<file path="config.mk">
export PLATFORM = sky130hd
export DESIGN_NAME = sla_tail
export DESIGN_NICKNAME = d
export VERILOG_FILES = /design/src/hdl/sla_pkg.sv /design/src/hdl/sla_tail.sv
export SDC_FILE = /design/constraint.sdc
export NUM_CORES = 1
export LEC_CHECK = 0
export BUFFER_PORTS_ARGS = -buffer_cell sky130_fd_sc_hd__clkbuf_2
export CAP_MARGIN = 0
export CORE_AREA = 2 2 74 104
export DETAILED_ROUTE_END_ITERATION = 16
export DIE_AREA = 0 0 76 106
export PLACE_DENSITY = 0.86
export SLEW_MARGIN = 20
export SYNTH_ARGS = -nofsm -noshare
export SYNTH_HDL_FRONTEND = slang
export SYNTH_SLANG_ARGS = --single-unit
</file>
<file path="constraint.sdc">
create_clock -name clk -period 1.6 [get_ports clk]
set_input_delay 0.08 -clock clk [delete_from_list [all_inputs] [get_ports clk]]
set_output_delay 0.08 -clock clk [all_outputs]
set_load 0.01 [all_outputs]
</file>
<file path="src/hdl/sla_pkg.sv">
// shared types, widths and tables for the segment length and angle block
// no dependencies
package sla_pkg;

    localparam int ROTATION_STEPS = 16;
    localparam int ATAN_STEPS_MAX = 24;
    localparam int CORDIC_STEPS   = (ROTATION_STEPS < ATAN_STEPS_MAX) ?
                                    ROTATION_STEPS : ATAN_STEPS_MAX;
    localparam int SQRT_BITS      = 17;
    localparam int NUM_CELLS      = (CORDIC_STEPS > SQRT_BITS) ? CORDIC_STEPS : SQRT_BITS;
    localparam int CELL_IDX_W     = $clog2(NUM_CELLS);
    localparam int ATAN_IDX_W     = $clog2(ATAN_STEPS_MAX);
    localparam int BIT_POS_W      = $clog2(SQRT_BITS);

    localparam int COORD_W  = 16;
    localparam int DIFF_W   = COORD_W + 1;
    localparam int SQ_W     = 32;
    localparam int REM_W    = SQ_W + 1;
    localparam int TRIAL_W  = REM_W + 2;
    localparam int LEN_W    = 17;
    localparam int ANGLE_W  = 16;
    localparam int XY_W     = 32;
    localparam int Z_W      = 20;

    localparam int CORDIC_PRESHIFT = 12;
    localparam int HALF_PI_Q16     = 102944;
    localparam int PI_Q13          = 25736;
    localparam int Z_ROUND_BIAS    = 4;
    localparam int Z_ROUND_SHIFT   = 3;

    typedef struct packed {
        logic signed [XY_W-1:0] x;
        logic signed [XY_W-1:0] y;
        logic signed [Z_W-1:0]  z;
        logic [REM_W-1:0]       rem;
        logic [LEN_W-1:0]       root;
        logic                   zero_vec;
        logic                   neg_axis;
        logic                   last;
    } cell_data_t;

    // atan(2^-i) in units of 2^-16 rad, rounded
    function automatic logic signed [Z_W-1:0] atan_q16(input logic [ATAN_IDX_W-1:0] idx);
        logic signed [Z_W-1:0] val;
        case (idx)
            5'd0:    val = Z_W'(51472);
            5'd1:    val = Z_W'(30386);
            5'd2:    val = Z_W'(16055);
            5'd3:    val = Z_W'(8150);
            5'd4:    val = Z_W'(4091);
            5'd5:    val = Z_W'(2047);
            5'd6:    val = Z_W'(1024);
            5'd7:    val = Z_W'(512);
            5'd8:    val = Z_W'(256);
            5'd9:    val = Z_W'(128);
            5'd10:   val = Z_W'(64);
            5'd11:   val = Z_W'(32);
            5'd12:   val = Z_W'(16);
            5'd13:   val = Z_W'(8);
            5'd14:   val = Z_W'(4);
            5'd15:   val = Z_W'(2);
            5'd16:   val = Z_W'(1);
            5'd17:   val = Z_W'(1);
            default: val = '0;
        endcase
        return val;
    endfunction

endpackage

</file>
<file path="src/hdl/sla_tail.sv">
// output register: length rounding, angle scaling and clamping
// depends on sla_pkg
module sla_tail (
    input  logic                                clk,
    input  logic                                rst_n,
    input  logic                                in_valid,
    output logic                                in_ready,
    input  sla_pkg::cell_data_t                 in_data,
    output logic                                out_valid,
    input  logic                                out_ready,
    output logic [sla_pkg::LEN_W-1:0]           length,
    output logic signed [sla_pkg::ANGLE_W-1:0]  angle,
    output logic                                last_out
);

    logic                               valid_reg;
    logic [sla_pkg::LEN_W-1:0]          length_reg;
    logic signed [sla_pkg::ANGLE_W-1:0] angle_reg;
    logic                               last_reg;

    logic [sla_pkg::LEN_W-1:0]          length_next;
    logic signed [sla_pkg::ANGLE_W-1:0] angle_next;
    logic                               round_up;
    logic signed [sla_pkg::Z_W:0]       z_bias;
    logic signed [sla_pkg::Z_W:0]       z_shift;
    logic signed [sla_pkg::Z_W:0]       pi_lim;

    assign in_ready  = !valid_reg || out_ready;
    assign out_valid = valid_reg;
    assign length    = length_reg;
    assign angle     = angle_reg;
    assign last_out  = last_reg;

    // remainder above root means the value is past root + 1/2
    assign round_up    = in_data.rem > sla_pkg::REM_W'(in_data.root);
    assign length_next = in_data.root + sla_pkg::LEN_W'(round_up);

    assign pi_lim  = (sla_pkg::Z_W+1)'(sla_pkg::PI_Q13);
    assign z_bias  = (sla_pkg::Z_W+1)'(in_data.z) +
                     (sla_pkg::Z_W+1)'(sla_pkg::Z_ROUND_BIAS);
    assign z_shift = z_bias >>> sla_pkg::Z_ROUND_SHIFT;

    always_comb
    begin
        if (in_data.zero_vec)
        begin
            angle_next = '0;
        end
        else if (in_data.neg_axis)
        begin
            angle_next = sla_pkg::ANGLE_W'(sla_pkg::PI_Q13);
        end
        else if (z_shift > pi_lim)
        begin
            angle_next = sla_pkg::ANGLE_W'(sla_pkg::PI_Q13);
        end
        else if (z_shift < -pi_lim)
        begin
            angle_next = -sla_pkg::ANGLE_W'(sla_pkg::PI_Q13);
        end
        else
        begin
            angle_next = z_shift[sla_pkg::ANGLE_W-1:0];
        end
    end

    always_ff @(posedge clk or negedge rst_n)
    begin
        if (!rst_n)
        begin
            valid_reg <= 1'b0;
        end
        else if (in_ready)
        begin
            valid_reg <= in_valid;
        end
    end

    always_ff @(posedge clk)
    begin
        if (in_valid && in_ready)
        begin
            length_reg <= length_next;
            angle_reg  <= angle_next;
            last_reg   <= in_data.last;
        end
    end

endmodule

</file>
==> flow_summary_export.csv <==
group,metric,value,unit
outcome,outcome,"finished with violations",
outcome,violations,"negative setup slack",
clock_network,path_clk_slew,0.07,ns
synthesis,ys.flop_type,"edfxtp_1",
placement,hpwl,6740,um
clock_network,cts.path.max_buffers,2,
detailed_routing,postRouteAntennaNets,0,
floorplan,core_area,7180,um^2
worst_hold_path,hp-class,"input port to flip-flop",
timing,max_slew_margin,0.689,
floorplan,num_rows,37,
synthesis,synth-async-reset-ratio,0.0286,
synthesis,ys_seq_area_frac,0.389,
placement,gp_congestion,0.927,
final_layout,area_growth,73.8,%
worst_setup_path,crit_path_top_delay_cell,"ha_1",
final_layout,instances_no_fill,585,
floorplan,die-height,106,um
timing,fmax,0.423,GHz
worst_setup_path,crit_top_cell,"o21a_1",
final_layout,finalNetCount,648,
run,max_cap_violations,0,
floorplan,start_util,0.375,
clock_network,root_buffer,"clkbuf_8",
synthesis,synth_warnings,0,
detailed_routing,via_per_inst,5.29,
timing,worst_pin_slew,0.455,ns
clock_network,cts_buffers,5,
worst_setup_path,cp_num_buf_inv,2,
global_route,grt_pass1_wl,14200,um
power_and_ir_drop,peakVddDrop,0.584,mV
power_and_ir_drop,p_leak,2.08,nW
timing,tns,-15.00,ns
detailed_routing,drtPass1Iterations,4,
power_and_ir_drop,p_per_area,579,nW/um^2
worst_setup_path,worstPathMaxFanout,3,
timing,finalWorstSetupSlack,-0.765,ns
timing,maxSlewViolCount,0,
global_route,grt_pass1_vias,3094,
clock_network,cts_sinks,35,
synthesis,synth_edf_count,34,
timing,fin_crit_sh,1.48,
global_route,grt_overflow,0,
worst_setup_path,worstPathArrival,2.41,ns
floorplan,fp.dieW,76,um
worst_setup_path,start_kind,"input port",
worst_setup_path,critPathTopFamily,"compound AO/OA/AOI/OAI gates",
detailed_routing,wl_per_cell,16.3,um
final_layout,mostFrequentLayoutCells,"107 x clkbuf_2, 85 x buf_4, 34 x edfxtp_1",
global_route,antenna_found_initial,0,
detailed_routing,drt_iter0_drc,110,
synthesis,avgSynthCellArea,9.64,um^2
clock_network,htree_num_levels,2,
clock_network,insertion_delay,0.29,ns
detailed_routing,wl,9510,um
synthesis,ys_ff_latch,35,
floorplan,design.die.area,8060,um^2
worst_setup_path,slowest_delay,0.32,ns
clock_network,cts_tree,"yes",
synthesis,syn_inst,279,
worst_setup_path,required,1.64,ns
final_layout,drive_above_1_share,0.582,
worst_setup_path,end_kind,"flip-flop",
global_route,grt_max_degree,35,
global_route,grt_usage,0.223,
worst_setup_path,rrSetupSlack,0.40,ns
synthesis,syn_nets,440,
timing,setup_viol,32,
placement,dp_cells,561,
worst_setup_path,worstPathCellList,"clkbuf_2 -> inv_1 -> ha_1 -> o21a_1 -> o21a_1 -> o21a_1 -> o21ai_2 -> a211o_1 -> a21oi_2 -> ha_2 -> nand2_4 -> nor3_4 -> and4_4 -> nand3_4 -> xnor2_2",
timing,fin_crit,2.37,ns
placement,portBuffers,110,
timing,fin_skew,0.00872,ns
final_layout,final_util,0.651,
final_layout,largest_register_ffs,17,
detailed_routing,vias,3096,
final_layout,mostFrequentLayoutCell,"clkbuf_2",
synthesis,synthesis.area,2690,um^2
final_layout,diodes,0,
floorplan,num_io_pins,177,
detailed_routing,drc,0,
synthesis,synthDistinctLibCells,50,
timing,hold_violations,0,
worst_setup_path,crit_type,"input port to flip-flop",
timing,rsz0062_at_grt,"yes",
-- timing repair --
action	4_1_cts	5_1_grt
endpoints found under the hold margin	2	0
gates cloned	1	0
resized for setup	38	35
hold buffers	2	0
buffers inserted	11	6
pin swaps	19	25
endpoints found under the setup margin	32	32
-- stage by stage --
stage	area (um^2)	power, mW	setup WS (ns)	hold slack [ns]
2_1_floorplan	2810	1.44	-0.756	-0.216
3_3_place_gp	4080	1.78	-1.03	-0.146
3_5_place_dp	4080	1.81	-1.18	-0.138
4_1_cts	4490	2.65	-0.728	0.00709
5_1_grt	4670	2.82	-0.853	0.0113
6_report	4670	2.70	-0.765	0.00401
-- where the power goes --
part | internal, mW | leakage [nW] | switching, mW
combinational | 0.417 | 1.69 | 0.413
clock | 0.456 | 0.0556 | 0.329
sequential | 1.07 | 0.340 | 0.0165
total | 1.94 | 2.08 | 0.759
-- layout make-up --
class / instances / area [um^2]
Timing Repair Buffer: 211 / 1420
Multi-Input combinational cell: 212 / 1880
Inverter: 22 / 95.1
Sequential cell: 35 / 1050
Clock buffer: 5 / 68.8
Fill cell: 545 / 2500
Tap cell: 97 / 121
Clock inverter: 3 / 38.8
-- layer usage --
layer,global-route usage,share of wire,up-vias
met5,0,0,-
met4,0.138,0.059,0
met3,0.0306,0.039,49
met2,0.446,0.57,128
met1,0.209,0.33,1462
li1,-,-,1457
-- worst register-to-register path: cells and delay by family (launching register included) --
| family | cells | cell delay [ns] |
|---|---|---|
| buffers and inverters | 1 | 0.22 |
| flip-flops | 1 | 0.38 |
| AND/OR/NAND/NOR | 2 | 0.30 |
-- kinds of logic (layout without fill, tap and decap cells) --
group	after synthesis	count (layout)	synth area share
AOI/OAI and AO/OA	56	57	0.151
xor gates and xnor gates	30	30	0.0977
adders and majority gates	20	20	0.0931
buffers and inverters	33	241	0.0549
DFF	35	35	0.389
muxes	1	1	0.00419
and+or+nand+nor	104	104	0.210
-- synth_stat cells, types with 2 or more instances --
cell type,instances,area (um^2)
xor2_1,9,78.8
or3_1,2,12.5
nand2_1,19,71.3
nand3_1,16,80.1
nor3b_1,3,22.5
clkbuf_1,3,11.3
nand4_1,12,75.1
nor2_1,13,48.8
and2_1,2,12.5
a31oi_1,3,18.8
o21a_1,4,30.0
a21oi_1,18,90.1
buf_4,3,22.5
buf_2,4,20.0
o21ai_0,6,30.0
nor3_1,8,40.0
nand2b_1,4,25.0
and4_1,4,35.0
and3_1,3,18.8
a211o_1,3,26.3
a211oi_1,3,22.5
o31ai_1,2,15.0
nor4_1,11,68.8
inv_1,22,82.6
edfxtp_1,34,1020
xnor2_1,21,184
a2111oi_0,2,17.5
a21o_1,4,30.0
ha_1,20,250
-- path summary, 6_finish.rpt --
check	to	start	depth (start not counted)
setup / recovery	length[16]	in_data[5]	15
hold / removal	out_valid	in_valid	2
setup reg to reg	angle[15]	out_valid	3
hold reg to reg	out_valid	out_valid	2
max in group asynchronous	out_valid	rst_n	2
min in group asynchronous	out_valid	rst_n	2
Note: power is estimated with default switching activity, not from simulation.
