===== src/hdl/sla_pkg.sv =====
// shared types, widths and tables for the segment length and angle block
// no dependencies
package sla_pkg;

    localparam int ROTATION_STEPS = 16;
    localparam int ATAN_STEPS_MAX = 24;
    localparam int CORDIC_STEPS   = (ROTATION_STEPS < ATAN_STEPS_MAX) ?
                                    ROTATION_STEPS : ATAN_STEPS_MAX;
    localparam int SQRT_BITS      = 17;
    localparam int NUM_CELLS      = (CORDIC_STEPS > SQRT_BITS) ? CORDIC_STEPS : SQRT_BITS;
    localparam int CELL_IDX_W     = $clog2(NUM_CELLS);
    localparam int ATAN_IDX_W     = $clog2(ATAN_STEPS_MAX);
    localparam int BIT_POS_W      = $clog2(SQRT_BITS);

    localparam int COORD_W  = 16;
    localparam int DIFF_W   = COORD_W + 1;
    localparam int SQ_W     = 32;
    localparam int REM_W    = SQ_W + 1;
    localparam int TRIAL_W  = REM_W + 2;
    localparam int LEN_W    = 17;
    localparam int ANGLE_W  = 16;
    localparam int XY_W     = 32;
    localparam int Z_W      = 20;

    localparam int CORDIC_PRESHIFT = 12;
    localparam int HALF_PI_Q16     = 102944;
    localparam int PI_Q13          = 25736;
    localparam int Z_ROUND_BIAS    = 4;
    localparam int Z_ROUND_SHIFT   = 3;

    typedef struct packed {
        logic signed [XY_W-1:0] x;
        logic signed [XY_W-1:0] y;
        logic signed [Z_W-1:0]  z;
        logic [REM_W-1:0]       rem;
        logic [LEN_W-1:0]       root;
        logic                   zero_vec;
        logic                   neg_axis;
        logic                   last;
    } cell_data_t;

    // atan(2^-i) in units of 2^-16 rad, rounded
    function automatic logic signed [Z_W-1:0] atan_q16(input logic [ATAN_IDX_W-1:0] idx);
        logic signed [Z_W-1:0] val;
        case (idx)
            5'd0:    val = Z_W'(51472);
            5'd1:    val = Z_W'(30386);
            5'd2:    val = Z_W'(16055);
            5'd3:    val = Z_W'(8150);
            5'd4:    val = Z_W'(4091);
            5'd5:    val = Z_W'(2047);
            5'd6:    val = Z_W'(1024);
            5'd7:    val = Z_W'(512);
            5'd8:    val = Z_W'(256);
            5'd9:    val = Z_W'(128);
            5'd10:   val = Z_W'(64);
            5'd11:   val = Z_W'(32);
            5'd12:   val = Z_W'(16);
            5'd13:   val = Z_W'(8);
            5'd14:   val = Z_W'(4);
            5'd15:   val = Z_W'(2);
            5'd16:   val = Z_W'(1);
            5'd17:   val = Z_W'(1);
            default: val = '0;
        endcase
        return val;
    endfunction

endpackage


===== src/hdl/sla_front.sv =====
// front stages: differences, squares, quadrant fold and sum of squares
// depends on sla_pkg
module sla_front (
    input  logic                                clk,
    input  logic                                rst_n,
    input  logic                                in_valid,
    output logic                                in_ready,
    input  logic signed [sla_pkg::COORD_W-1:0]  start_x,
    input  logic signed [sla_pkg::COORD_W-1:0]  start_y,
    input  logic signed [sla_pkg::COORD_W-1:0]  end_x,
    input  logic signed [sla_pkg::COORD_W-1:0]  end_y,
    input  logic                                last_in,
    output logic                                out_valid,
    input  logic                                out_ready,
    output sla_pkg::cell_data_t                 out_data
);

    // stage 1: differences
    logic                               v1_reg;
    logic signed [sla_pkg::DIFF_W-1:0]  dx_reg;
    logic signed [sla_pkg::DIFF_W-1:0]  dy_reg;
    logic                               last1_reg;
    logic signed [sla_pkg::DIFF_W-1:0]  dx_next;
    logic signed [sla_pkg::DIFF_W-1:0]  dy_next;

    // stage 2: squares and folded vector
    logic                                  v2_reg;
    logic [sla_pkg::SQ_W-1:0]              sqx_reg;
    logic [sla_pkg::SQ_W-1:0]              sqy_reg;
    sla_pkg::cell_data_t                   s2_reg;
    logic signed [2*sla_pkg::DIFF_W-1:0]   sqx_full;
    logic signed [2*sla_pkg::DIFF_W-1:0]   sqy_full;
    logic signed [sla_pkg::XY_W-1:0]       dxw;
    logic signed [sla_pkg::XY_W-1:0]       dyw;
    sla_pkg::cell_data_t                   s2_next;

    // stage 3: sum of squares
    logic                v3_reg;
    sla_pkg::cell_data_t s3_reg;
    sla_pkg::cell_data_t s3_next;

    logic r1;
    logic r2;
    logic r3;

    assign r3        = !v3_reg || out_ready;
    assign r2        = !v2_reg || r3;
    assign r1        = !v1_reg || r2;
    assign in_ready  = r1;
    assign out_valid = v3_reg;
    assign out_data  = s3_reg;

    assign dx_next  = sla_pkg::DIFF_W'(end_x) - sla_pkg::DIFF_W'(start_x);
    assign dy_next  = sla_pkg::DIFF_W'(end_y) - sla_pkg::DIFF_W'(start_y);

    assign sqx_full = dx_reg * dx_reg;
    assign sqy_full = dy_reg * dy_reg;
    assign dxw      = sla_pkg::XY_W'(dx_reg) <<< sla_pkg::CORDIC_PRESHIFT;
    assign dyw      = sla_pkg::XY_W'(dy_reg) <<< sla_pkg::CORDIC_PRESHIFT;

    always_comb
    begin
        s2_next          = '0;
        s2_next.last     = last1_reg;
        s2_next.zero_vec = (dx_reg == '0) && (dy_reg == '0);
        s2_next.neg_axis = (dy_reg == '0) && dx_reg[sla_pkg::DIFF_W-1];
        // fold the left half plane onto the right by a quarter turn
        if (!dx_reg[sla_pkg::DIFF_W-1])
        begin
            s2_next.x = dxw;
            s2_next.y = dyw;
            s2_next.z = '0;
        end
        else if (!dy_reg[sla_pkg::DIFF_W-1])
        begin
            s2_next.x = dyw;
            s2_next.y = -dxw;
            s2_next.z = sla_pkg::Z_W'(sla_pkg::HALF_PI_Q16);
        end
        else
        begin
            s2_next.x = -dyw;
            s2_next.y = dxw;
            s2_next.z = -sla_pkg::Z_W'(sla_pkg::HALF_PI_Q16);
        end
    end

    always_comb
    begin
        s3_next      = s2_reg;
        s3_next.rem  = sla_pkg::REM_W'(sqx_reg) + sla_pkg::REM_W'(sqy_reg);
        s3_next.root = '0;
    end

    always_ff @(posedge clk or negedge rst_n)
    begin
        if (!rst_n)
        begin
            v1_reg <= 1'b0;
            v2_reg <= 1'b0;
            v3_reg <= 1'b0;
        end
        else
        begin
            if (r1)
            begin
                v1_reg <= in_valid;
            end
            if (r2)
            begin
                v2_reg <= v1_reg;
            end
            if (r3)
            begin
                v3_reg <= v2_reg;
            end
        end
    end

    always_ff @(posedge clk)
    begin
        if (in_valid && r1)
        begin
            dx_reg    <= dx_next;
            dy_reg    <= dy_next;
            last1_reg <= last_in;
        end
        if (v1_reg && r2)
        begin
            sqx_reg <= sqx_full[sla_pkg::SQ_W-1:0];
            sqy_reg <= sqy_full[sla_pkg::SQ_W-1:0];
            s2_reg  <= s2_next;
        end
        if (v2_reg && r3)
        begin
            s3_reg <= s3_next;
        end
    end

endmodule


===== config.mk =====
export PLATFORM = sky130hd
export DESIGN_NAME = sla_front
export DESIGN_NICKNAME = d
export VERILOG_FILES = /design/src/hdl/sla_pkg.sv /design/src/hdl/sla_front.sv
export SDC_FILE = /design/constraint.sdc
export NUM_CORES = 2
export LEC_CHECK = 0
export BUFFER_PORTS_ARGS = -buffer_cell sky130_fd_sc_hd__buf_2
export CELL_PAD_IN_SITES_DETAIL_PLACEMENT = 1
export CELL_PAD_IN_SITES_GLOBAL_PLACEMENT = 2
export CORE_ASPECT_RATIO = 0.9
export CORE_MARGIN = 2
export CORE_UTILIZATION = 40
export DETAILED_ROUTE_END_ITERATION = 8
export PLACE_DENSITY_LB_ADDON = 0.1
export SETUP_SLACK_MARGIN = 0.02
export SLEW_MARGIN = 20
export SYNTH_ARGS = -nofsm -noshare
export SYNTH_HDL_FRONTEND = slang
export SYNTH_SLANG_ARGS = --single-unit

===== constraint.sdc =====
create_clock -name clk -period 11.4 [get_ports clk]
set_input_delay 2.28 -clock clk [delete_from_list [all_inputs] [get_ports clk]]
set_output_delay 2.28 -clock clk [all_outputs]
set_load 0.01 [all_outputs]

==> flow_summary.yaml <==
hold_path:
  hold_class: "reg -> reg"
setup_path:
  crit_chain: "buf_4 > inv_1 > buf_4 > nor2_1 > ha_1 > fa_1 > inv_1 > fa_1 > inv_1 > fa_1 > inv_1 > fa_1 > inv_1 > ha_1 > a21oi_1 > nor2b_1 > o21ai_1 > a21oi_1 > o311a_1 > a2111oi_4 > a21oi_1 > xnor2_1"
  cp_slowest_cell: "fa_1"
  timing.critical_path.mode_cell: "inv_1"
  cpPeakStageDelay_ns: 0.91
  cp_max_fo: 25
  startpoint_type: "register"
  cpLargestDelayFamily: "adder cells"
  end_kind: "register"
  arrival_ns: 7.58
  crit_buf_inv: 7
  path_class: "reg -> reg"
  cp_data_required_time_ns: 11.75
yosys:
  yosysWarnings: 0
  synth.avg_cell_area_um2: 10.3
  synthFlopType: "edfxtp_1"
  synth_cell_types: 76
  synth_area_um2: 29900
  synth_edf_count: 222
  syn_inst: 2910
  synthArstFlopShare_pct: 1.33
  yosysSeqAreaShare_pct: 22.5
  synth_seq_cells: 225
timing:
  fmaxAchievable_ghz: 0.138
  setup-tns-final_ns: 0
  max_slew_margin_pct: 33.6
  hold_ws_ns: 0.416
  tightest_slew_ns: 0.996
  hold_violations: 0
  skew_ns: 0.0430
  setup_ws_ns: 4.17
  period_needed_ns: 7.23
  drv_slew: 0
  setup_viol: 0
  rsz0062_at_grt: "false"
  min_period_over_period_pct: 63.4
cts:
  insertion_delay_ns: 0.60
  cts.sinks: 225
  post_cts_resized: 0
  ctsHoldBuffers: 0
  cts_buffer_depth: 3
  cts_root_buf: "clkbuf_16"
  numCtsBuffers: 29
  cts_tree: "done"
  clk_pin_slew_ns: 0.06
  post_cts_buffers: 0
  htreeDepth: 1
global_route:
  overflow: 0
  grt_antenna_before_repair: 1
  grt_max_degree: 62
  grt_first_pass_wirelength_um: 126000
  track_usage_pct: 21.2
  grt_pass1_vias: 22700
route:
  drt-wirelength-per-cell_um: 19.4
  ant_nets: 0
  wirelength_um: 78500
  post-route-drc-count: 0
  via_count: 19800
  first_iter_violations: 715
  drt-pass1-iter-count: 5
  vias_per_cell: 4.90
die:
  die_area_um2: 77000
  initial_core_util_pct: 40.2
  io_pins: 208
  coreArea_um2: 74400
  die_x_um: 292
  row_count: 95
  die_y_um: 263
final_layout:
  nets: 3869
  finalNonFillerCells: 4039
  layout_commonest_cell: "inv_1"
  area.growth.synth_to_final_pct: 8.95
  drive_gt1_share_pct: 9.13
  fillers: 8347
  largest_reg_flops: 79
  layout_common_cells: "inv_1, fa_1, ha_1"
place:
  post-place-ws_ns: 4.13
  port_buffers: 161
  dpl.hpwl_um: 63100
  dp.cells: 3984
  gp_congestion: 0.811
job:
  drv_cap: 0
run_status:
  status: "finished clean"
stage by stage:
stage	utilization, %	cell area, µm²
floorplan	-	30100
finish	43.8	32600
CTS	43.8	32600
global placement	42.5	31600
detailed placement	42.5	31600
global route	43.8	32600
cell families (layout without fill, tap and decap cells):
family,after synthesis,count (layout),share of synthesized area [%]
xor gates and xnor gates,164,164,4.80
DFF,225,225,22.5
adders and majority gates,754,754,44.4
and+or+nand+nor,584,584,9.23
buffers and inverters,864,974,11.7
muxes,8,8,0.297
other,1,50,0.0125
AOI/OAI and AO/OA,310,310,7.02
cell usage after synthesis, types with 5 or more instances:
cell type / count / area share (%)
inv_1: 719 / 9.0
fa_1: 515 / 34
ha_1: 239 / 10
edfxtp_1: 222 / 22
nand2_1: 201 / 2.5
nor2_1: 149 / 1.9
xnor2_1: 128 / 3.7
a21oi_1: 105 / 1.8
and2_1: 100 / 2.1
clkbuf_1: 67 / 0.84
buf_4: 64 / 1.6
a21o_1: 40 / 1.0
o21ai_0: 40 / 0.67
xor2_1: 36 / 1.1
nand2b_1: 23 / 0.48
o21a_1: 22 / 0.55
nand3_1: 20 / 0.33
nor2b_1: 19 / 0.40
or3_1: 16 / 0.33
nor3_1: 14 / 0.23
o21ai_1: 13 / 0.22
and3_1: 12 / 0.25
clkinv_1: 9 / 0.11
o21bai_1: 9 / 0.23
o211ai_1: 8 / 0.20
a31oi_1: 7 / 0.15
nand3b_1: 7 / 0.18
nand4_1: 7 / 0.15
a31o_2: 6 / 0.18
o31a_1: 6 / 0.18
a211oi_1: 5 / 0.13
or2_2: 5 / 0.10
cell type report:
class	instances	area (µm²)	share of cell area [%]
repair buffers	193	1050	3.23
well taps	970	1210	3.72
clock inverters	16	175	0.537
multi-input cells	1869	19900	61.0
clock buffers	37	806	2.47
flip-flops and latches	225	6740	20.7
diodes	1	2.50	0.00768
inverters	728	2730	8.38
routing by layer:
layer  vias up  routed length (µm)  GRT usage, %
li1       9140                   -             -
met5         -                   0             0
met4         0                1620          4.32
met1     10200               36300          29.4
met3        68                2980          2.53
met2       333               37600          35.8
final timing paths:
| kind | start | to | slack, ns | depth (start not counted) |
|---|---|---|---|---|
| worst min-delay path | s2_reg[104]$_DFFE_PP_ | out_data[104]$_DFFE_PP_ | 0.42 | 0 |
| worst max-delay path | dy_reg[16]$_DFFE_PP_ | sqy_reg[31]$_DFFE_PP_ | 4.17 | 22 |
| max in group asynchronous | rst_n | v2_reg$_DFFE_PN0P_ | 9.83 | 1 |
| min in group asynchronous | rst_n | out_valid$_DFFE_PN0P_ | 1.46 | 1 |
| worst min register to register | s2_reg[104]$_DFFE_PP_ | out_data[104]$_DFFE_PP_ | 0.42 | 0 |
| worst max register to register | dy_reg[16]$_DFFE_PP_ | sqy_reg[31]$_DFFE_PP_ | 4.17 | 22 |
Power is left out: the tool's default activity adds up to more than one toggle a clock period on the data nets, which glitch-free logic cannot reach.
