**config.mk**
```make
export PLATFORM = sky130hd
export DESIGN_NAME = sla_cell
export DESIGN_NICKNAME = d
export VERILOG_FILES = /design/src/hdl/sla_pkg.sv /design/src/hdl/sla_cell.sv
export SDC_FILE = /design/constraint.sdc
export NUM_CORES = 1
export LEC_CHECK = 0
export ABC_AREA = 1
export BUFFER_PORTS_ARGS = -buffer_cell sky130_fd_sc_hd__buf_2
export CAP_MARGIN = 20
export CORE_MARGIN = 8
export CORE_UTILIZATION = 35
export DETAILED_ROUTE_END_ITERATION = 6
export SLEW_MARGIN = 20
export SYNTH_ARGS = -nofsm -noshare
export SYNTH_HDL_FRONTEND = slang
export SYNTH_SLANG_ARGS = --single-unit
```
**constraint.sdc**
```tcl
create_clock -name clk -period 11.45 [get_ports clk]
set_input_delay 1.145 -clock clk [delete_from_list [all_inputs] [get_ports clk]]
set_output_delay 1.145 -clock clk [all_outputs]
set_load 0.03 [all_outputs]
```
**src/hdl/sla_pkg.sv**
```systemverilog
// shared types, widths and tables for the segment length and angle block
// no dependencies
package sla_pkg;

    localparam int ROTATION_STEPS = 16;
    localparam int ATAN_STEPS_MAX = 24;
    localparam int CORDIC_STEPS   = (ROTATION_STEPS < ATAN_STEPS_MAX) ?
                                    ROTATION_STEPS : ATAN_STEPS_MAX;
    localparam int SQRT_BITS      = 17;
    localparam int NUM_CELLS      = (CORDIC_STEPS > SQRT_BITS) ? CORDIC_STEPS : SQRT_BITS;
    localparam int CELL_IDX_W     = $clog2(NUM_CELLS);
    localparam int ATAN_IDX_W     = $clog2(ATAN_STEPS_MAX);
    localparam int BIT_POS_W      = $clog2(SQRT_BITS);

    localparam int COORD_W  = 16;
    localparam int DIFF_W   = COORD_W + 1;
    localparam int SQ_W     = 32;
    localparam int REM_W    = SQ_W + 1;
    localparam int TRIAL_W  = REM_W + 2;
    localparam int LEN_W    = 17;
    localparam int ANGLE_W  = 16;
    localparam int XY_W     = 32;
    localparam int Z_W      = 20;

    localparam int CORDIC_PRESHIFT = 12;
    localparam int HALF_PI_Q16     = 102944;
    localparam int PI_Q13          = 25736;
    localparam int Z_ROUND_BIAS    = 4;
    localparam int Z_ROUND_SHIFT   = 3;

    typedef struct packed {
        logic signed [XY_W-1:0] x;
        logic signed [XY_W-1:0] y;
        logic signed [Z_W-1:0]  z;
        logic [REM_W-1:0]       rem;
        logic [LEN_W-1:0]       root;
        logic                   zero_vec;
        logic                   neg_axis;
        logic                   last;
    } cell_data_t;

    // atan(2^-i) in units of 2^-16 rad, rounded
    function automatic logic signed [Z_W-1:0] atan_q16(input logic [ATAN_IDX_W-1:0] idx);
        logic signed [Z_W-1:0] val;
        case (idx)
            5'd0:    val = Z_W'(51472);
            5'd1:    val = Z_W'(30386);
            5'd2:    val = Z_W'(16055);
            5'd3:    val = Z_W'(8150);
            5'd4:    val = Z_W'(4091);
            5'd5:    val = Z_W'(2047);
            5'd6:    val = Z_W'(1024);
            5'd7:    val = Z_W'(512);
            5'd8:    val = Z_W'(256);
            5'd9:    val = Z_W'(128);
            5'd10:   val = Z_W'(64);
            5'd11:   val = Z_W'(32);
            5'd12:   val = Z_W'(16);
            5'd13:   val = Z_W'(8);
            5'd14:   val = Z_W'(4);
            5'd15:   val = Z_W'(2);
            5'd16:   val = Z_W'(1);
            5'd17:   val = Z_W'(1);
            default: val = '0;
        endcase
        return val;
    endfunction

endpackage

```
**src/hdl/sla_cell.sv**
```systemverilog
// one cell of the chain: up to one cordic vectoring step and one square root bit
// depends on sla_pkg
module sla_cell (
    input  logic                            clk,
    input  logic                            rst_n,
    input  logic [sla_pkg::CELL_IDX_W-1:0]  step,
    input  logic                            in_valid,
    output logic                            in_ready,
    input  sla_pkg::cell_data_t             in_data,
    output logic                            out_valid,
    input  logic                            out_ready,
    output sla_pkg::cell_data_t             out_data
);

    logic                valid_reg;
    sla_pkg::cell_data_t data_reg;
    sla_pkg::cell_data_t data_next;

    logic                                  cordic_en;
    logic                                  sqrt_en;
    logic signed [sla_pkg::XY_W-1:0]       xs;
    logic signed [sla_pkg::XY_W-1:0]       ys;
    logic signed [sla_pkg::Z_W-1:0]        atan_val;
    logic [sla_pkg::BIT_POS_W-1:0]         bit_pos;
    logic [sla_pkg::TRIAL_W-1:0]           trial;
    logic [sla_pkg::TRIAL_W-1:0]           rem_ext;

    assign in_ready  = !valid_reg || out_ready;
    assign out_valid = valid_reg;
    assign out_data  = data_reg;

    assign cordic_en = step < sla_pkg::CELL_IDX_W'(sla_pkg::CORDIC_STEPS);
    assign sqrt_en   = step < sla_pkg::CELL_IDX_W'(sla_pkg::SQRT_BITS);
    assign xs        = in_data.x >>> step;
    assign ys        = in_data.y >>> step;
    assign atan_val  = sla_pkg::atan_q16(sla_pkg::ATAN_IDX_W'(step));
    // result bit handled here, counted down from the top
    assign bit_pos   = sla_pkg::BIT_POS_W'(sla_pkg::SQRT_BITS - 1) -
                       sla_pkg::BIT_POS_W'(step);
    // (root + 2^b)^2 - root^2 = root*2^(b+1) + 2^(2b)
    assign trial     = (sla_pkg::TRIAL_W'(in_data.root) << (bit_pos + 1'b1)) +
                       (sla_pkg::TRIAL_W'(1) << {bit_pos, 1'b0});
    assign rem_ext   = sla_pkg::TRIAL_W'(in_data.rem);

    always_comb
    begin
        data_next = in_data;
        if (cordic_en)
        begin
            if (!in_data.y[sla_pkg::XY_W-1])
            begin
                data_next.x = in_data.x + ys;
                data_next.y = in_data.y - xs;
                data_next.z = in_data.z + atan_val;
            end
            else
            begin
                data_next.x = in_data.x - ys;
                data_next.y = in_data.y + xs;
                data_next.z = in_data.z - atan_val;
            end
        end
        if (sqrt_en && (rem_ext >= trial))
        begin
            data_next.rem  = in_data.rem - trial[sla_pkg::REM_W-1:0];
            data_next.root = in_data.root | (sla_pkg::LEN_W'(1) << bit_pos);
        end
    end

    always_ff @(posedge clk or negedge rst_n)
    begin
        if (!rst_n)
        begin
            valid_reg <= 1'b0;
        end
        else if (in_ready)
        begin
            valid_reg <= in_valid;
        end
    end

    always_ff @(posedge clk)
    begin
        if (in_valid && in_ready)
        begin
            data_reg <= data_next;
        end
    end

endmodule

```
==> qor_table.md, run 1 <==
| Parameter | Reported | Unit |
|:---|:---|:---|
| Outcome | completed | - |
| Via-per-instance ratio | 5.22 | - |
| Starting density of the core | 35.4 | % |
| WP data required | 11.69 | ns |
| Largest cells by area after synthesis | edfxtp_1, nand2_1, ha_1 | - |
| Post-Synthesis Cells | 3,369 | - |
| Final Cycle Share | 77.8 | % |
| Proportion of synthesized flip-flops having asynchronous set or reset | 0.725 | % |
| Detailed Route WL | 77,100 | um |
| Core ar. | 57,700 | sq um |
| Layout overhead on the synthesized area | 12.3 | % |
| Pin slew with the least headroom to its limit | 1.02 | ns |
| Number of remaining DRC errors | 0 | - |
| Fin area | 22,900 | sq um |
| Number of hold violations in the final report | 0 | - |
| Sinks on the clock net | 138 | - |
| Remaining Overflow, GRT | 0 | - |
| Total area of multi-input combinational cells | 14,400 | sq um |
| Overall die width | 258 | um |
| Deepest level of the CTS H-tree | 4 | - |
| Data arrival time at the worst-slack endpoint | 9.15 | ns |
| R2R cell count | 2 | - |
| LEAKAGE | 0.0111 | uW |
| Leading area contributor after synthesis | edfxtp_1 | - |
| Top FF cell, synth | edfxtp_1 | - |
| Synth warn | 0 | - |
| Post-layout minimum cycle time | 8.91 | ns |
| Largest fanout of any net on the critical path | 66 | - |
| Setup repair after global routing missed its margin | false | - |
| Clk Latency, worst-skew pair | 0.50 | ns |
| Number of max-slew violations in the final report | 0 | - |
| Worst flop-to-flop path startpoint | out_valid | - |
| Layout cell share with drive strength beyond 1 | 11.5 | % |
| Buffer type at the clock tree root | clkbuf_16 | - |
| IO buf count | 284 | - |
| Post-CTS Setup Repair Bufs | 0 | - |
| Number of clock buffers inserted by TritonCTS | 17 | - |
| Worst Skew | 0.00793 | ns |
| CTS tree | done | - |
| Num rows | 88 | - |
| Number of flops mapped to enable cells by yosys | 137 | - |
| Synthesized area per cell | 6.06 | sq um |
| Leading cell types by count after synthesis | nand2_1, inv_1, nand3_1 | - |
| GP Congestion | 0.964 | - |
| Number of synthesized register bits | 138 | - |
| Quantity of hold-fixing buffers added after cts | 0 | - |
| Combined flip-flop and latch cell area | 4140 | sq um |
| Post-place setup slack | 2.12 | ns |
| Final HPWL DP | 62,800 | um |
| CTS clk-pin slew, worst paths | 0.07 | ns |
| Filler Cells Inserted | 6,451 | - |
| Pin count of the biggest net entering global routing | 138 | - |
| Cell area after placement | 22,300 | sq um |
| Syn_nets | 3,668 | - |
| First-pass GRT wire length | 119,000 | um |
| Sequential fraction of the synthesis area | 20.3 | % |
| Category of the most critical setup path | in2reg | - |
| Number of global-route vias before repair | 21,200 | - |
| Slowest cell on the critical path | ha_1 | - |
| Number of vias in the routed layout | 22,700 | - |
| Number of maximum-capacitance constraint violations | 0 | - |
| Vertical extent of the die | 258 | um |
| Fraction of post-synthesis cell area in the top cell type by area | 20.1 | % |
| Fmax | 112 | MHz |
| I/O pin cnt | 285 | - |
| Count of TritonRoute iterations in the first routing pass | 6 | - |
| Buffer levels on the longest clock path | 2 | - |
| Highest cell delay on the worst timing path | 0.78 | ns |
| Total Nets Final | 3,864 | - |
| Final worst slack | 2.54 | ns |
| Netlist Area Pre-Place | 20,400 | sq um |
| Worst-case vdd ir drop | 0.000127 | V |
| Endpoint class of the critical path | flip-flop | - |
| Class of the tightest hold or removal check | in2async | - |
| Cts repair resizes | 0 | - |
| Worst slew margin | 32.0 | % |
| Overall Power | 2740 | uW |
| Number of setup violations in the final report | 0 | - |
| Routed WL per cell | 17.7 | um |
| First-iteration detailed-routing DRC count | 1,763 | - |
| Most frequent cell after synthesis | nand2_1 | - |
| Register-to-Register Setup Slack | 9.75 | ns |
| Post-DRT Antenna Nets | 0 | - |
| Critical R2R Capture | out_data[129] | - |
| Number of antenna violations at the first check in global routing | 13 | - |
| P per Cell Area | 120 | nW/um^2 |
| Number of distinct library cells after synthesis | 58 | - |
| Category of the worst setup path launch point | input pin | - |
| GRT Overall Usage | 22.3 | % |
| Setup TNS after final layout | 0 | ns |
| Die ar. | 66,300 | sq um |
| Crit-path most repeated cell | nand2_1 | - |
## final cells by class
class                           instances  share of cell area (%)
Multi-Input combinational cell       2761                    62.6
Sequential cell                       138                    18.0
Clock buffer                           18                    1.92
Clock inverter                         14                   0.704
Inverter                              347                    5.69
Tap cell                              765                    4.17
Timing Repair Buffer                  300                    6.79
Antenna cell                            4                  0.0436
## registers in the layout, summed over array words and instances, names as in the netlist
signal	count
out_data	137
out_valid	1
## worst max-delay path by stage
stage              endpoint  slack [ns]  startpoint  depth (start not counted)
2_1_floorplan   out_data[0]        2.99    in_valid                          2
3_5_place_dp   out_data[30]        2.12     step[2]                         35
3_3_place_gp   out_data[20]        2.22     step[2]                         35
4_1_cts        out_data[30]        2.63     step[2]                         35
5_1_grt        out_data[22]        1.64     step[0]                         33
6_report       out_data[24]        2.54     step[2]                         35
## metrics by stage
| stage | hold WS, ns | util (%) | cells |
|---|---|---|---|
| after detailed placement | 0.600 | 38.7 | 4311 |
| after floorplan | 0.849 | - | 3369 |
| final | 0.413 | 39.7 | 4347 |
| after CTS | 0.378 | 39.7 | 4343 |
| after global routing | 0.388 | 39.7 | 4344 |
| after global placement | 0.591 | 38.7 | 4311 |
## routing by layer
layer	track usage, %	vias to the layer above	routed length, um
li1	-	11600	-
met1	29.0	10300	34300
met2	37.4	666	36200
met3	4.10	101	5050
met4	6.34	14	1570
met5	0	-	80
## worst max-delay path: cells and delay by family
family | cells | cell delay [ns]
buffers and inverters | 7 | 1.80
and+or+nand+nor | 13 | 2.01
AOI/OAI and AO/OA | 10 | 1.93
adders and majority gates | 4 | 2.00
xor gates and xnor gates | 1 | 0.19
## kinds of logic after synthesis
family          after synthesis  synth area share [%]
simple gates               1847                  38.2
compound gates              618                  16.4
buf+inv                     470                  9.47
fa+ha+maj                   153                  9.52
xor+xnor                    141                  6.05
flops                       138                  20.3
mux                           2                0.0981
## cells in the final DEF, fill, tap and decap left out, types with 13 or more instances in the layout
master / n
a31oi_1: 22
nand2_1: 1091
buf_2: 283
or2_2: 46
nor3_1: 44
xnor2_1: 49
nand4_1: 40
ha_1: 149
clkbuf_16: 17
o21ai_1: 13
nand3_1: 330
o211ai_1: 29
nor2_1: 251
xor2_1: 92
o21ai_0: 314
a21oi_1: 181
buf_4: 16
inv_1: 337
edfxtp_1: 137
## where the power goes
| group | internal, uW | switching [uW] | total [uW] |
|---|---|---|---|
| clock | 330 | 262 | 592 |
| combinational | 480 | 1020 | 1500 |
| sequential | 637 | 12.8 | 649 |
| total | 1450 | 1290 | 2740 |
No activity file was read; power rests on OpenSTA's default activity.
==> run 2: changes to the inputs <==
==> constraint.sdc (replaced) <==
create_clock -name clk -period 7.8 [get_ports clk]
set_input_delay 0.78 -clock clk [delete_from_list [all_inputs] [get_ports clk]]
set_output_delay 0.78 -clock clk [all_outputs]
set_load 0.03 [all_outputs]
==> run 2 against run 1 <==
Non-clock buffer count rose by 17. Clock-buffer cell count down 1. Setup slack worse by 1.5 ns. Sequential power increased by 47%. Design area is 0.40% higher. Register-to-register slack worse by 4.3 ns. Flip-flop and latch count unchanged. Total power rose by 46%. Critical endpoint is now out_data[15]. Largest power group unchanged.
==> qor_table.md, run 2 (same netlist as run 1, synthesis figures left out) <==
| Parameter | Reported | Unit | Delta |
|:---|:---|:---|:---|
| Final HPWL DP | 63,800 | um | +1.6% |
| Core ar. | 57,700 | sq um | unchanged |
| Worst slew margin | 34.4 | % | +2.5 points |
| Deepest level of the CTS H-tree | 4 | - | unchanged |
| Switching Power | 1930 | uW | +50% |
| Layout overhead on the synthesized area | 12.8 | % |  |
| LEAKAGE | 0.0111 | uW | +0.59% |
| Final Cycle Share | 86.5 | % |  |
| Category of the most critical setup path | in2reg | - |  |
| Buffer type at the clock tree root | clkbuf_16 | - |  |
| Outcome | completed | - |  |
| Num rows | 88 | - | unchanged |
| Quantity of hold-fixing buffers added after cts | 0 | - | unchanged |
| Layout cell share with drive strength beyond 1 | 11.9 | % | +0.42 points |
| Fmax | 148 | MHz |  |
| IO buf count | 284 | - | unchanged |
| Detailed Route WL | 77,600 | um | +0.57% |
| Highest cell delay on the worst timing path | 0.48 | ns | -0.30 ns |
| CTS clk-pin slew, worst paths | 0.07 | ns | about the same |
| Overall die width | 258 | um | unchanged |
| Slowest cell on the critical path | buf_4 | - |  |
| Number of setup violations in the final report | 0 | - | unchanged |
| Part of the power in registers | 23.8 | % | about the same |
| Number of remaining DRC errors | 0 | - | unchanged |
| P per Cell Area | 174 | nW/um^2 | +46% |
| Pin slew with the least headroom to its limit | 0.975 | ns | -0.0422 ns |
| Buffer levels on the longest clock path | 2 | - | unchanged |
| Vertical extent of the die | 258 | um | unchanged |
| Clk Latency, worst-skew pair | 0.49 | ns | about the same |
| Post-layout minimum cycle time | 6.75 | ns |  |
| Via-per-instance ratio | 5.20 | - | -0.39% |
| Setup TNS after final layout | 0 | ns | unchanged |
| WP data required | 8.15 | ns | -3.54 ns |
| Number of clock buffers inserted by TritonCTS | 17 | - | unchanged |
| Overall Power | 4010 | uW | +46% |
| Setup repair after global routing missed its margin | false | - |  |
| GRT Overall Usage | 22.6 | % | +0.29 points |
| Data arrival time at the worst-slack endpoint | 7.10 | ns | -2.05 ns |
| Worst Skew | 0.0152 | ns | +0.00729 ns |
| First-iteration detailed-routing DRC count | 1,889 | - | +7.1% |
| Number of antenna violations at the first check in global routing | 17 | - | +4 |
| Category of the worst setup path launch point | input pin | - |  |
| Routed WL per cell | 17.8 | um | +0.15% |
| Starting density of the core | 35.4 | % | unchanged |
| Filler Cells Inserted | 6,445 | - | -0.093% |
| Most frequent cells in the layout | nand2_1, inv_1, nand3_1 | - |  |
| Remaining Overflow, GRT | 0 | - | unchanged |
| Count of TritonRoute iterations in the first routing pass | 6 | - | unchanged |
| Pin count of the biggest net entering global routing | 78 | - | -43% |
| Endpoint class of the critical path | flip-flop | - |  |
| Die ar. | 66,300 | sq um | unchanged |
| Class of the tightest hold or removal check | in2async | - |  |
| Worst-case vdd ir drop | 0.000188 | V | +49% |
| Sinks on the clock net | 138 | - | unchanged |
| Largest fanout of any net on the critical path | 50 | - | -24% |
| Number of hold violations in the final report | 0 | - | unchanged |
| Share of power burned in combinational logic | 55.4 | % | +0.7 points |
| Flip-flop count of the largest register after layout | 137 | - | unchanged |
| Cts repair resizes | 0 | - | unchanged |
| Most frequent standard cell in the layout excluding fill and tap cells | nand2_1 | - |  |
| Number of global-route vias before repair | 21,500 | - | +1.8% |
| Switching power share of the total | 48.3 | % | +1.1 points |
| Total Nets Final | 3,881 | - | +0.44% |
| Crit-path most repeated cell | nand2_1 | - |  |
| Number of max-slew violations in the final report | 0 | - | unchanged |
| I/O pin cnt | 285 | - | unchanged |
| Register-to-Register Setup Slack | 5.46 | ns | -4.29 ns |
| Number of maximum-capacitance constraint violations | 0 | - | unchanged |
| Clk network pwr share | 20.8 | % | -0.8 points |
| CTS tree | done | - |  |
| GP Congestion | 0.979 | - | +1.5% |
| Post-DRT Antenna Nets | 0 | - | unchanged |
| Number of vias in the routed layout | 22,700 | - | +0.018% |
| Int Pwr | 2070 | uW | +43% |
| First-pass GRT wire length | 120,000 | um | +1.4% |
| Post-CTS Setup Repair Bufs | 0 | - | unchanged |
-- run 2: cell types whose count changed in the layout (fill, tap and decap cells not counted) --
cell,previous run,this run
bufinv_16,2,0
clkinv_8,0,2
diode_2,4,5
clkinv_2,1,0
inv_8,1,2
clkinv_4,5,2
buf_4,16,34
buf_12,1,0
inv_6,3,7
clkbuf_8,1,0
-- run 2: final timing paths --
kind / from / endpoint / cells past startpoint
setup / recovery: step[0] / out_data[15] / 36
hold / removal: rst_n / out_valid / 1
setup reg to reg: out_valid / out_data[87] / 2
hold reg to reg: out_valid / out_valid / 2
max in group asynchronous: rst_n / out_valid / 1
min in group clk: in_data[0] / out_data[0] / 1
-- run 2: through the flow --
step | cell area, sq um | worst slack (ns) | hold slack [ns] | cells | utilization, %
CTS | 23000 | 1.15 | 0.0113 | 4360 | 39.9
finish | 23000 | 1.05 | 0.0616 | 4365 | 39.9
floorplan | 20400 | 0.908 | 0.484 | 3369 | -
detailed placement | 22400 | 0.640 | 0.557 | 4328 | 38.9
global placement | 22400 | 0.748 | 0.557 | 4328 | 38.9
global route | 23000 | 0.363 | 0.0302 | 4363 | 39.9
-- run 2: power groups by stage --
stage / logic [uW] / registers, uW / clock network (uW)
finish: 2220 / 953 / 834
global route: 2480 / 961 / 883
CTS: 2210 / 955 / 864
detailed placement: 2210 / 971 / 0
global placement: 2210 / 969 / 0
floorplan: 1460 / 1130 / 0
-- run 2: critical path, delay by kind of cell --
kind | cells | cell delay (ns)
fa+ha+maj | 4 | 1.26
buf+inv | 8 | 1.25
compound gates | 8 | 1.72
xor+xnor | 1 | 0.20
simple gates | 15 | 1.85
-- run 2: area by class of cell --
cell class,count,area [sq um],area share (%)
diodes,5,12.5,0.0543
clock buffers,17,425,1.85
clock inverters,15,149,0.647
inverters,347,1310,5.67
multi-input cells,2761,14400,62.4
flip-flops and latches,138,4140,18.0
well taps,765,957,4.16
repair buffers,317,1670,7.26
-- run 2: routing by layer --
metal  track usage (%)  wire, um
met5                 0        88
met4              6.78      1920
met3              4.82      5140
met2              37.4     36200
met1              29.2     34200
